`config.mk`:
```
export PLATFORM = sky130hd
export DESIGN_NAME = ordered_list_append_remove_core
export DESIGN_NICKNAME = d
export VERILOG_FILES = /design/src/hdl/olar_pkg.sv /design/src/hdl/ordered_list_append_remove_core.sv /design/src/hdl/olar_store.sv
export VERILOG_INCLUDE_DIRS = /design/src /design/src/hdl
export SDC_FILE = /design/constraint.sdc
export NUM_CORES = 1
export LEC_CHECK = 0
export BUFFER_PORTS_ARGS = -buffer_cell sky130_fd_sc_hd__buf_2
export CELL_PAD_IN_SITES_DETAIL_PLACEMENT = 1
export CELL_PAD_IN_SITES_GLOBAL_PLACEMENT = 1
export CORE_UTILIZATION = 54
export DETAILED_ROUTE_END_ITERATION = 8
export GPL_ROUTABILITY_DRIVEN = 0
export PLACE_DENSITY = 0.83
export SYNTH_ARGS = -nofsm -noshare
export SYNTH_HDL_FRONTEND = slang
export SYNTH_HIERARCHICAL = 1
export SYNTH_SLANG_ARGS = --single-unit
```
`constraint.sdc`:
```
create_clock -name clk -period 4.4 [get_ports clk]
set_input_delay 0.44 -clock clk [delete_from_list [all_inputs] [get_ports clk]]
set_output_delay 0.44 -clock clk [all_outputs]
set_load 0.02 [all_outputs]
```
`src/hdl/ordered_list_append_remove_core_assert.svh`:
```
// Assertion macros shared by the ordered list core.
// Expects signals named clk and rst_n in the scope where a macro is used.
`ifndef ORDERED_LIST_APPEND_REMOVE_CORE_ASSERT_SVH
`define ORDERED_LIST_APPEND_REMOVE_CORE_ASSERT_SVH

// Same-cycle implication, checked at every rising edge out of reset.
`define OLAR_ASSERT_IMP(label, ante, cons) \
  label: assert property (@(posedge clk) disable iff (!rst_n) (ante) |-> (cons)) \
    else $error("olar: same-cycle check failed");

// Next-cycle implication, checked at every rising edge out of reset.
`define OLAR_ASSERT_NXT(label, ante, cons) \
  label: assert property (@(posedge clk) disable iff (!rst_n) (ante) |=> (cons)) \
    else $error("olar: next-cycle check failed");

`endif

```
`src/hdl/olar_pkg.sv`:
```
// Package for the ordered list core: sizes, operation and status codes,
// transfer structs and the microcode table. No dependencies.
package olar_pkg;

  localparam int CAPACITY    = 32;
  localparam int NUMBER_BITS = 16;
  localparam int IDX_W       = $clog2(CAPACITY);
  localparam int CNT_W       = $clog2(CAPACITY + 1);

  // Operation codes.
  localparam logic [1:0] MODE_APPEND  = 2'd0;
  localparam logic [1:0] MODE_DISPLAY = 2'd1;
  localparam logic [1:0] MODE_REMOVE  = 2'd2;
  localparam logic [1:0] MODE_IGNORE  = 2'd3;

  // Result status codes.
  localparam logic [2:0] STAT_APPENDED = 3'd0;
  localparam logic [2:0] STAT_REMOVED  = 3'd1;
  localparam logic [2:0] STAT_NOTFOUND = 3'd2;
  localparam logic [2:0] STAT_EMPTY    = 3'd3;
  localparam logic [2:0] STAT_FULL     = 3'd4;
  localparam logic [2:0] STAT_LISTED   = 3'd5;

  typedef struct packed {
    logic [1:0]             mode;
    logic [NUMBER_BITS-1:0] item_number;
  } in_item_t;

  typedef struct packed {
    logic [2:0]             status;
    logic [NUMBER_BITS-1:0] entry_value;
    logic                   last;
  } out_item_t;

  // Microprogram addresses.
  typedef logic [3:0] step_t;
  localparam step_t U_IDLE    = 4'd0;
  localparam step_t U_A_CHK   = 4'd1;
  localparam step_t U_A_WR    = 4'd2;
  localparam step_t U_A_FULL  = 4'd3;
  localparam step_t U_D_CHK   = 4'd4;
  localparam step_t U_D_OUT   = 4'd5;
  localparam step_t U_D_EMPTY = 4'd6;
  localparam step_t U_R_CHK   = 4'd7;
  localparam step_t U_R_CMP   = 4'd8;
  localparam step_t U_R_NXT   = 4'd9;
  localparam step_t U_R_SH    = 4'd10;
  localparam step_t U_R_EMPTY = 4'd11;
  localparam step_t U_R_NF    = 4'd12;
  localparam step_t U_R_MV    = 4'd13;
  localparam step_t U_R_DONE  = 4'd14;

  typedef enum logic [2:0] {
    COND_ALWAYS, COND_FULL, COND_EMPTY, COND_IDX_END, COND_MATCH
  } cond_t;
  typedef enum logic [1:0] {CNT_HOLD, CNT_INC, CNT_DEC} cnt_op_t;
  typedef enum logic       {WA_COUNT, WA_IDX_M1} waddr_sel_t;
  typedef enum logic       {WD_NUM, WD_RD} wdata_sel_t;
  typedef enum logic [1:0] {VAL_NUM, VAL_RD, VAL_ZERO} val_sel_t;
  typedef enum logic       {LAST_ONE, LAST_IDX_END} last_sel_t;

  typedef struct packed {
    cond_t      cond;
    step_t      tgt_t;
    step_t      tgt_f;
    logic       rd_en;
    logic       wr_en;
    waddr_sel_t waddr_sel;
    wdata_sel_t wdata_sel;
    logic       idx_inc;
    cnt_op_t    cnt_op;
    logic       emit;
    logic [2:0] status;
    val_sel_t   val_sel;
    last_sel_t  last_sel;
  } uword_t;

  localparam uword_t UW_NOP = '{
    cond: COND_ALWAYS, tgt_t: U_IDLE, tgt_f: U_IDLE, rd_en: 1'b0, wr_en: 1'b0,
    waddr_sel: WA_COUNT, wdata_sel: WD_NUM, idx_inc: 1'b0, cnt_op: CNT_HOLD,
    emit: 1'b0, status: STAT_APPENDED, val_sel: VAL_NUM, last_sel: LAST_ONE
  };

  // Control store: one word per step; a true condition jumps to tgt_t.
  function automatic uword_t olar_ucode(input step_t step);
    uword_t w;
    w = UW_NOP;
    case (step)
      U_A_CHK: begin
        w.cond = COND_FULL; w.tgt_t = U_A_FULL; w.tgt_f = U_A_WR;
      end
      U_A_WR: begin
        w.wr_en = 1'b1; w.waddr_sel = WA_COUNT; w.wdata_sel = WD_NUM;
        w.cnt_op = CNT_INC; w.emit = 1'b1; w.status = STAT_APPENDED;
      end
      U_A_FULL: begin
        w.emit = 1'b1; w.status = STAT_FULL;
      end
      U_D_CHK: begin
        w.rd_en = 1'b1; w.idx_inc = 1'b1;
        w.cond = COND_EMPTY; w.tgt_t = U_D_EMPTY; w.tgt_f = U_D_OUT;
      end
      U_D_OUT: begin
        w.rd_en = 1'b1; w.idx_inc = 1'b1; w.emit = 1'b1; w.status = STAT_LISTED;
        w.val_sel = VAL_RD; w.last_sel = LAST_IDX_END;
        w.cond = COND_IDX_END; w.tgt_t = U_IDLE; w.tgt_f = U_D_OUT;
      end
      U_D_EMPTY: begin
        w.emit = 1'b1; w.status = STAT_EMPTY; w.val_sel = VAL_ZERO;
      end
      U_R_CHK: begin
        w.rd_en = 1'b1; w.idx_inc = 1'b1;
        w.cond = COND_EMPTY; w.tgt_t = U_R_EMPTY; w.tgt_f = U_R_CMP;
      end
      U_R_CMP: begin
        w.cond = COND_MATCH; w.tgt_t = U_R_SH; w.tgt_f = U_R_NXT;
      end
      U_R_NXT: begin
        w.rd_en = 1'b1; w.idx_inc = 1'b1;
        w.cond = COND_IDX_END; w.tgt_t = U_R_NF; w.tgt_f = U_R_CMP;
      end
      U_R_SH: begin
        w.rd_en = 1'b1;
        w.cond = COND_IDX_END; w.tgt_t = U_R_DONE; w.tgt_f = U_R_MV;
      end
      U_R_EMPTY: begin
        w.emit = 1'b1; w.status = STAT_EMPTY;
      end
      U_R_NF: begin
        w.emit = 1'b1; w.status = STAT_NOTFOUND;
      end
      U_R_MV: begin
        w.wr_en = 1'b1; w.waddr_sel = WA_IDX_M1; w.wdata_sel = WD_RD;
        w.idx_inc = 1'b1; w.tgt_t = U_R_SH;
      end
      U_R_DONE: begin
        w.cnt_op = CNT_DEC; w.emit = 1'b1; w.status = STAT_REMOVED;
      end
      default: begin
        w = UW_NOP;
      end
    endcase
    return w;
  endfunction

  // Entry point of the microprogram for each operation.
  function automatic step_t olar_entry(input logic [1:0] mode);
    step_t s;
    case (mode)
      MODE_APPEND:  s = U_A_CHK;
      MODE_DISPLAY: s = U_D_CHK;
      MODE_REMOVE:  s = U_R_CHK;
      default:      s = U_IDLE;
    endcase
    return s;
  endfunction

endpackage

```
`src/hdl/ordered_list_append_remove_core.sv`:
```
// Top level of the ordered list core: microcoded sequencer and datapath.
// Depends on olar_pkg, olar_store and ordered_list_append_remove_core_assert.svh.
//
// Usage. An operation is accepted at a rising edge where start is high and
// busy is low; in_item carries the mode and the number. Results leave on
// out_item, each for exactly one cycle with out_strobe high, and each is
// taken by the receiver at the edge that ends that cycle: the receiver
// cannot stall, so no result is ever held back. The final result of an
// operation has last set. A mode of three is dropped without any result.
// Append and the empty or full answers pass a check step and then an
// answer step, whose result is registered. Display reads the first entry
// in its check step and then gives one entry every cycle. Remove compares
// each stored entry in a compare step and a read step, and then closes the
// gap through a shift step and a move step per later entry. The sequencer
// walks the single read port of the entry store one address at a time. busy
// stays high until the final result has been registered, so the next
// operation may be accepted in the cycle in which that result is shown.
// Reset clears the entry count and the sequencer; the stored words keep
// whatever they held and only entries below the count are used.
module ordered_list_append_remove_core
  import olar_pkg::*;
(
  input  logic      clk,
  input  logic      rst_n,
  input  logic      start,
  output logic      busy,
  input  in_item_t  in_item,
  output logic      out_strobe,
  output out_item_t out_item
);

  // Sequencer and datapath registers.
  step_t                  upc_r, upc_nxt;
  logic [CNT_W-1:0]       count_r, count_nxt;
  logic [CNT_W-1:0]       idx_r, idx_nxt;
  logic [NUMBER_BITS-1:0] num_r, num_nxt;
  logic                   out_strobe_r, out_strobe_nxt;
  out_item_t              out_item_r, out_item_nxt;

  uword_t                 uw;
  logic                   accept;
  logic                   cond_true;
  logic                   match;
  logic                   idx_end;
  logic [CNT_W-1:0]       idx_m1;
  logic [IDX_W-1:0]       wr_addr;
  logic [NUMBER_BITS-1:0] wr_data;
  logic [NUMBER_BITS-1:0] rd_data;

  assign busy   = (upc_r != U_IDLE);
  assign accept = start && !busy;

  // The control word of the current step; the idle step is a no-op word.
  assign uw = olar_ucode(upc_r);

  assign match   = (rd_data == num_r);
  assign idx_end = (idx_r == count_r);
  assign idx_m1  = idx_r - CNT_W'(1);

  always_comb begin
    case (uw.cond)
      COND_ALWAYS:  cond_true = 1'b1;
      COND_FULL:    cond_true = (count_r == CNT_W'(CAPACITY));
      COND_EMPTY:   cond_true = (count_r == '0);
      COND_IDX_END: cond_true = idx_end;
      COND_MATCH:   cond_true = match;
      default:      cond_true = 1'b1;
    endcase
  end

  // Next step: dispatch on the operation when idle, otherwise follow the
  // two-way branch held in the control word.
  always_comb begin
    if (busy) begin
      upc_nxt = cond_true ? uw.tgt_t : uw.tgt_f;
    end else if (accept) begin
      upc_nxt = olar_entry(in_item.mode);
    end else begin
      upc_nxt = U_IDLE;
    end
  end

  always_comb begin
    if (accept) begin
      idx_nxt = '0;
      num_nxt = in_item.item_number;
    end else begin
      idx_nxt = uw.idx_inc ? idx_r + CNT_W'(1) : idx_r;
      num_nxt = num_r;
    end
  end

  always_comb begin
    case (uw.cnt_op)
      CNT_INC: count_nxt = count_r + CNT_W'(1);
      CNT_DEC: count_nxt = count_r - CNT_W'(1);
      default: count_nxt = count_r;
    endcase
  end

  // Writes land either at the tail (append) or one slot below the walking
  // index (closing the gap after a removal).
  assign wr_addr = (uw.waddr_sel == WA_COUNT) ? count_r[IDX_W-1:0] : idx_m1[IDX_W-1:0];
  assign wr_data = (uw.wdata_sel == WD_NUM) ? num_r : rd_data;

  olar_store u_store (
    .clk     (clk),
    .rd_en   (uw.rd_en),
    .rd_addr (idx_r[IDX_W-1:0]),
    .wr_en   (uw.wr_en),
    .wr_addr (wr_addr),
    .wr_data (wr_data),
    .rd_data (rd_data)
  );

  // Result register: filled by any step that emits.
  always_comb begin
    out_strobe_nxt      = uw.emit;
    out_item_nxt        = out_item_r;
    if (uw.emit) begin
      out_item_nxt.status = uw.status;
      case (uw.val_sel)
        VAL_NUM:  out_item_nxt.entry_value = num_r;
        VAL_RD:   out_item_nxt.entry_value = rd_data;
        default:  out_item_nxt.entry_value = '0;
      endcase
      out_item_nxt.last = (uw.last_sel == LAST_ONE) ? 1'b1 : idx_end;
    end
  end

  always_ff @(posedge clk) begin
    if (!rst_n) begin
      upc_r        <= U_IDLE;
      count_r      <= '0;
      out_strobe_r <= 1'b0;
    end else begin
      upc_r        <= upc_nxt;
      count_r      <= count_nxt;
      out_strobe_r <= out_strobe_nxt;
    end
  end

  always_ff @(posedge clk) begin
    idx_r      <= idx_nxt;
    num_r      <= num_nxt;
    out_item_r <= out_item_nxt;
  end

  assign out_strobe = out_strobe_r;
  assign out_item   = out_item_r;

`include "ordered_list_append_remove_core_assert.svh"

  // The count never passes the capacity.
  `OLAR_ASSERT_IMP(a_count_bound, 1'b1, count_r <= CNT_W'(CAPACITY))
  // A result marks last exactly when the sequencer has gone back to idle.
  `OLAR_ASSERT_IMP(a_last_idle, out_strobe, out_item.last == !busy)
  // Any real operation keeps the block busy in the following cycle.
  `OLAR_ASSERT_NXT(a_accept_busy, accept && (in_item.mode != MODE_IGNORE), busy)
  // The list size only moves while an operation is in progress.
  `OLAR_ASSERT_NXT(a_idle_count, !busy, $stable(count_r))

endmodule

```
`src/hdl/olar_store.sv`:
```
// Entry store of the ordered list: one write port, one registered read port.
// Depends on olar_pkg for the depth and word width.
module olar_store
  import olar_pkg::*;
(
  input  logic                   clk,
  input  logic                   rd_en,
  input  logic [IDX_W-1:0]       rd_addr,
  input  logic                   wr_en,
  input  logic [IDX_W-1:0]       wr_addr,
  input  logic [NUMBER_BITS-1:0] wr_data,
  output logic [NUMBER_BITS-1:0] rd_data
);

  logic [NUMBER_BITS-1:0] mem [CAPACITY];
  logic [NUMBER_BITS-1:0] rd_data_r;

  always_ff @(posedge clk) begin
    if (wr_en) begin
      mem[wr_addr] <= wr_data;
    end
  end

  always_ff @(posedge clk) begin
    if (rd_en) begin
      rd_data_r <= mem[rd_addr];
    end
  end

  assign rd_data = rd_data_r;

endmodule

```
# Yosys cells after proc, flatten, opt, wreduce, memory -nomap -nowiden
# Memories as Yosys holds them, arrays and structs flattened. A register that Yosys moved wholly into a read port is not among the register bits.
# Index checks and enable logic that the tools add are counted.
[word_totals]
in_bits = 21
wordCells = 75
n_memories = 1
out_inout_bits = 22
ram_bits = 512
ff_bits = 53
[memory_table]
columns = ["name", "words", "word_bits", "rd", "rd_ports_with_merged_regs", "wr", "line_no", "text"]
rows = [
  ["u_store.mem", 32, 16, 1, 1, 1, "olar_store.sv:15", "logic [NUMBER_BITS-1:0] mem [CAPACITY];"],
]
[op_classes]
eq_ne = 26
muxes = 21
n_reduce_logical = 15
addsub = 4
[ops]
columns = ["operator", "n"]
rows = [
  ["4-bit one-hot mux with 6 select lines", 2],
  ["16-bit one-hot mux with 2 select lines", 1],
  ["4-bit equality test, second input constant", 7],
  ["4-bit one-hot mux with 5 select lines", 1],
  ["16-bit equality test", 1],
  ["4-bit by 3-bit equality test with 1-bit output, second input constant", 4],
  ["16-bit 2-to-1 mux", 1],
  ["6-bit by 1-bit adder with 6-bit output, second input constant", 2],
  ["4-bit 2-to-1 mux", 3],
  ["3-bit one-hot mux with 4 select lines", 1],
  ["6-bit one-hot mux with 2 select lines", 1],
  ["2-bit OR reduction", 5],
  ["5-bit OR reduction", 2],
  ["3-bit one-hot mux with 3 select lines", 1],
  ["4-bit by 2-bit equality test with 1-bit output, second input constant", 2],
  ["2-bit one-hot mux with 2 select lines", 2],
  ["2-bit by 1-bit equality test with 1-bit output, second input constant", 3],
  ["3-bit by 2-bit equality test with 1-bit output, second input constant", 2],
  ["6-bit equality test", 1],
  ["6-bit equality test, second input constant", 1],
  ["6-bit zero test", 1],
  ["3-bit one-hot mux with 2 select lines", 1],
  ["6-bit by 1-bit subtractor with 6-bit output, second input constant", 1],
  ["1-bit 2-to-1 mux", 5],
  ["other kinds (13)", 15],
]

# Logic depth before layout (Yosys ltp)
[depth]
depth_word = 7
ltp_mapped = 12
depth_no_buf = 11

# Hierarchy
# Netlist, hierarchy kept.
[by_module_without_submodules]
columns = ["mod", "area_per_inst_um2", "instances", "cells_each", "seq_area_each_um2"]
rows = [
  ["olar_store", 20696.1, 1, 1143, 15855.2],
  ["ordered_list_append_remove_core", 3223.1, 1, 334, 1421.4],
]

# Least setup slack after synthesis
# No wires, ideal clock.
[synth_path]
kind = "register to register"
from = "register upc_r[0]"
to = "memory u_store.mem[19][0], enable pin"
t_arrival_ns = 2.696
required_ns = 4.011
n_path_buf = 2
setup_ns = 0.389
path_slack_ns = 1.315
path_stages_with_launch = 9
period_less_slack_ns = 3.085
path_cell_list = "dfxtp_1 > buf_6 > inv_1 > nor2_1 > nand3_2 > buf_2 > o21ai_1 > or3b_2 > nor2_1"
[synth_between]
word_cells_on_any_way = 6
cone_classes = "eq/ne (2); mux (4)"
[synth_rtl]
columns = ["item", "line_no", "text"]
rows = [
  ["start, declared", "ordered_list_append_remove_core.sv:33", "step_t upc_r, upc_nxt;"],
  ["start signal, assigned", "ordered_list_append_remove_core.sv:137", "upc_r <= upc_nxt;"],
  ["4-bit equality test or 4-bit by 2-bit equality test with 1-bit output (tied branches)", "olar_pkg.sv:88", "case (step)"],
  ["3-bit one-hot mux with 2 select lines (*)", "olar_pkg.sv:88", ""],
  ["5-bit 2-to-1 mux (*)", "ordered_list_append_remove_core.sv:103", "assign wr_addr = (uw.waddr_sel == WA_COUNT) ? count_r[IDX_W-1:0] : idx_m1[IDX_W-1:0];"],
  ["named net wr_addr[4]", "ordered_list_append_remove_core.sv:46", "logic [IDX_W-1:0] wr_addr;"],
  ["end, declared", "olar_store.sv:15", ""],
]
# The timed path passes the listed nets; every way through them passes the cells marked *.

# Worst setup path in the final report
[layout_path]
from = "register upc_r[0]"
to = "memory u_store.mem[10][11], enable pin"
# The elaborated chain is that of the path after synthesis.

==> results by group <==
Outcome
  – Status: complete, no violations

Logic synthesis
  – Synth top area share: 0.708
  – Synth Instances: 1,477
  – Commonest cells post-synth: edfxtp_1 (564), mux2i_1 (258), nand2_1 (87)
  – Post-Syn Area: 0.0239 mm2
  – Yosys warns: 6
  – Post-synth EDFFs: 564
  – Syn avg cell area: 16.2 um2
  – Most common cell in the netlist: edfxtp_1
  – Post-synthesis sequential area ratio: 0.722
  – Largest cells by area after synthesis: edfxtp_1 (71%), mux2i_1 (11%), a22oi_1 (2.0%)
  – Synth area leader: edfxtp_1
  – Synth Register Bits: 581
  – Top FF cell, synth: edfxtp_1
  – Post-synth ARST share: 0
  – Yosys cell types: 65
  – Mapped Nets: 1,509

Clocking
  – CTS Buffer Depth: 3
  – Total CTS buffers: 56
  – Post-CTS Hold Fix Bufs: 8
  – CTS sink cnt: 581
  – Clk_lat worst skew: 610 ps
  – Clk slew on worst S/H paths: 60 ps
  – Post-CTS Setup Bufs: 0
  – CTS H-tree depth: 2
  – CTS tree: yes
  – Clock root buffer: clkbuf_16
  – Post-cts resize count: 0

Cells and area
  – Filler Cells Inserted: 3,954
  – Layout Nets: 1,598
  – Share of cells above drive strength 1: 0.126
  – Multi-input logic area: 0.00594 mm2
  – Synthesis-to-layout area growth: 11.0%
  – Register area: 0.0173 mm2
  – Post-route insts no fill: 2,195

Routing
  – # DRC: 0
  – DR iter-0 viols: 1,514
  – Post-Route WL: 64,000 um
  – Detailed-route via count: 13,800
  – TritonRoute pass-1 iters: 5
  – Vias per cell: 6.26
  – Number of routed nets with antenna violations: 0
  – Wire length per cell: 29.2 um

Placement
  – Hpwl dp: 39,300 um
  – # port buffers: 42
  – Post-Place Cells: 2,083

Global routing
  – Vias in the first global route: 14,500
  – Initial antenna violation count: 2
  – Largest net degree at the start of global routing: 110
  – GRT overflow: 0
  – GRT Total Usage: 0.290
  – Global-route wire length before repair: 94,300 um

Timing
  – Slew HR: 0.213
  – Clk_skew: 12.0 ps
  – Fmax: 0.266 GHz
  – Tcrit/Tclk final: 0.856
  – Max Slew Vio Count: 0
  – Endpoints failing setup: 0
  – RSZ-0062 raised after global routing: no
  – Tmin final: 3770 ps
  – Setup TNS: 0 ps
  – Slew @ Worst Pin: 1180 ps
  – Final Hold Violating Endpoints: 0

Floorplanning
  – Die width: 212 um
  – Row cnt: 76
  – Core Region: 0.0434 mm2
  – Initial core utilization: 0.552
  – IO Pins: 43
  – Die Y: 212 um
  – Die footprint: 0.0451 mm2

Pwr
  – Worst IR Drop VDD: 0.384 mV
  – PwrDens: 569 mW/mm2
  – P_leak: 8.73 nW

Setup path
  – Crit path DAT: 4060 ps
  – Critical path class: flop to flop
  – Critical Path RT: 4690 ps
  – CP Max Fanout: 19
  – CP endpoint kind: flop
  – Crit start category: flop

Flow run
  – # Max-Cap Violations: 0

Hold path
  – Worst Hold Class: input port to flop
[layout by cell type (no fill, tap or decap), drive strengths merged, types with 7 or more instances in the layout]
cell type / n
edfxtp: 564
nand4: 19
mux2: 16
ha: 10
clkinv: 23
nor3: 22
mux2i: 258
inv: 17
nand2: 88
xnor2: 13
xor2: 22
nand3: 41
a31oi: 18
a22o: 32
a22oi: 64
o21ai: 15
clkbuf: 74
buf: 105
nand2b: 7
dlygate4sd3: 10
a21oi: 59
dfxtp: 17
nor2: 69
[metrics by stage]
stage / instance area [um2] / setup WS [ps] / power [mW] / hold WS [ps] / utilization
detailed placement: 24800 / 802 / 10.6 / 534 / 0.571
global route: 26500 / 543 / 15.5 / 5.58 / 0.612
floorplan: 23900 / 1320 / 9.38 / 503 / -
CTS: 26500 / 778 / 15.1 / 0.149 / 0.612
global placement: 24800 / 1080 / 10.4 / 519 / 0.571
finish: 26500 / 634 / 15.1 / 27.8 / 0.612
[flip-flops by register name (all words and copies together) (netlist names)]
name,cells
out_item,20
idx_r,6
upc_r,4
u_store/mem,512
u_store/rd_data,16
out_strobe,1
num_r,16
count_r,6
[worst max-delay path, stage by stage, from the launching register on]
cell	delay (ps)
dfxtp_1	690
inv_1	280
nor2_1	260
nand3_2	370
o21ai_1	780
or3b_2	560
nor2_1	180
buf_4	310
[layer usage]
| metal | global-route usage | vias to the layer above | part of all wire |
|---|---|---|---|
| li1 | - | 5914 | - |
| met1 | 0.371 | 7105 | 0.39 |
| met2 | 0.492 | 591 | 0.50 |
| met3 | 0.0572 | 139 | 0.073 |
| met4 | 0.108 | 2 | 0.034 |
| met5 | 0 | - | 0.00020 |
[report_power, final]
part	internal, mW	total (mW)	switching [mW]	leakage (nW)
combinational	1.16	3.71	2.54	2.68
sequential	6.67	6.91	0.242	5.22
clock	2.50	4.49	1.99	0.828
[final cells by class]
cell class	instances	share of cell area
inverters	15	0.00222
flip-flops and latches	581	0.651
well taps	585	0.0276
multi-input cells	797	0.224
repair buffers	115	0.0319
clock buffers	74	0.0565
diodes	1	0.0000943
clock inverters	27	0.00669
[worst paths after layout]
check,from,end,slack (ps),cells after the start
setup / recovery,upc_r[0],u_store/mem[10][11],630,7
hold / removal,in_item[14],num_r[14],30,1
setup reg to reg,upc_r[0],u_store/mem[10][11],630,7
hold reg to reg,idx_r[5],idx_r[5],620,2
[cells by family (layout without fill, tap and decap cells)]
group | count (synthesis) | after routing | share of synthesized area
xor+xnor | 35 | 35 | 0.0128
compound gates | 204 | 204 | 0.0587
other cells | 0 | 1 | 0
buf+inv | 99 | 231 | 0.0301
fa+ha+maj | 11 | 11 | 0.00607
simple gates | 273 | 273 | 0.0545
mux | 274 | 274 | 0.115
flops | 581 | 581 | 0.722
Note: power is estimated with default switching activity, not from simulation.
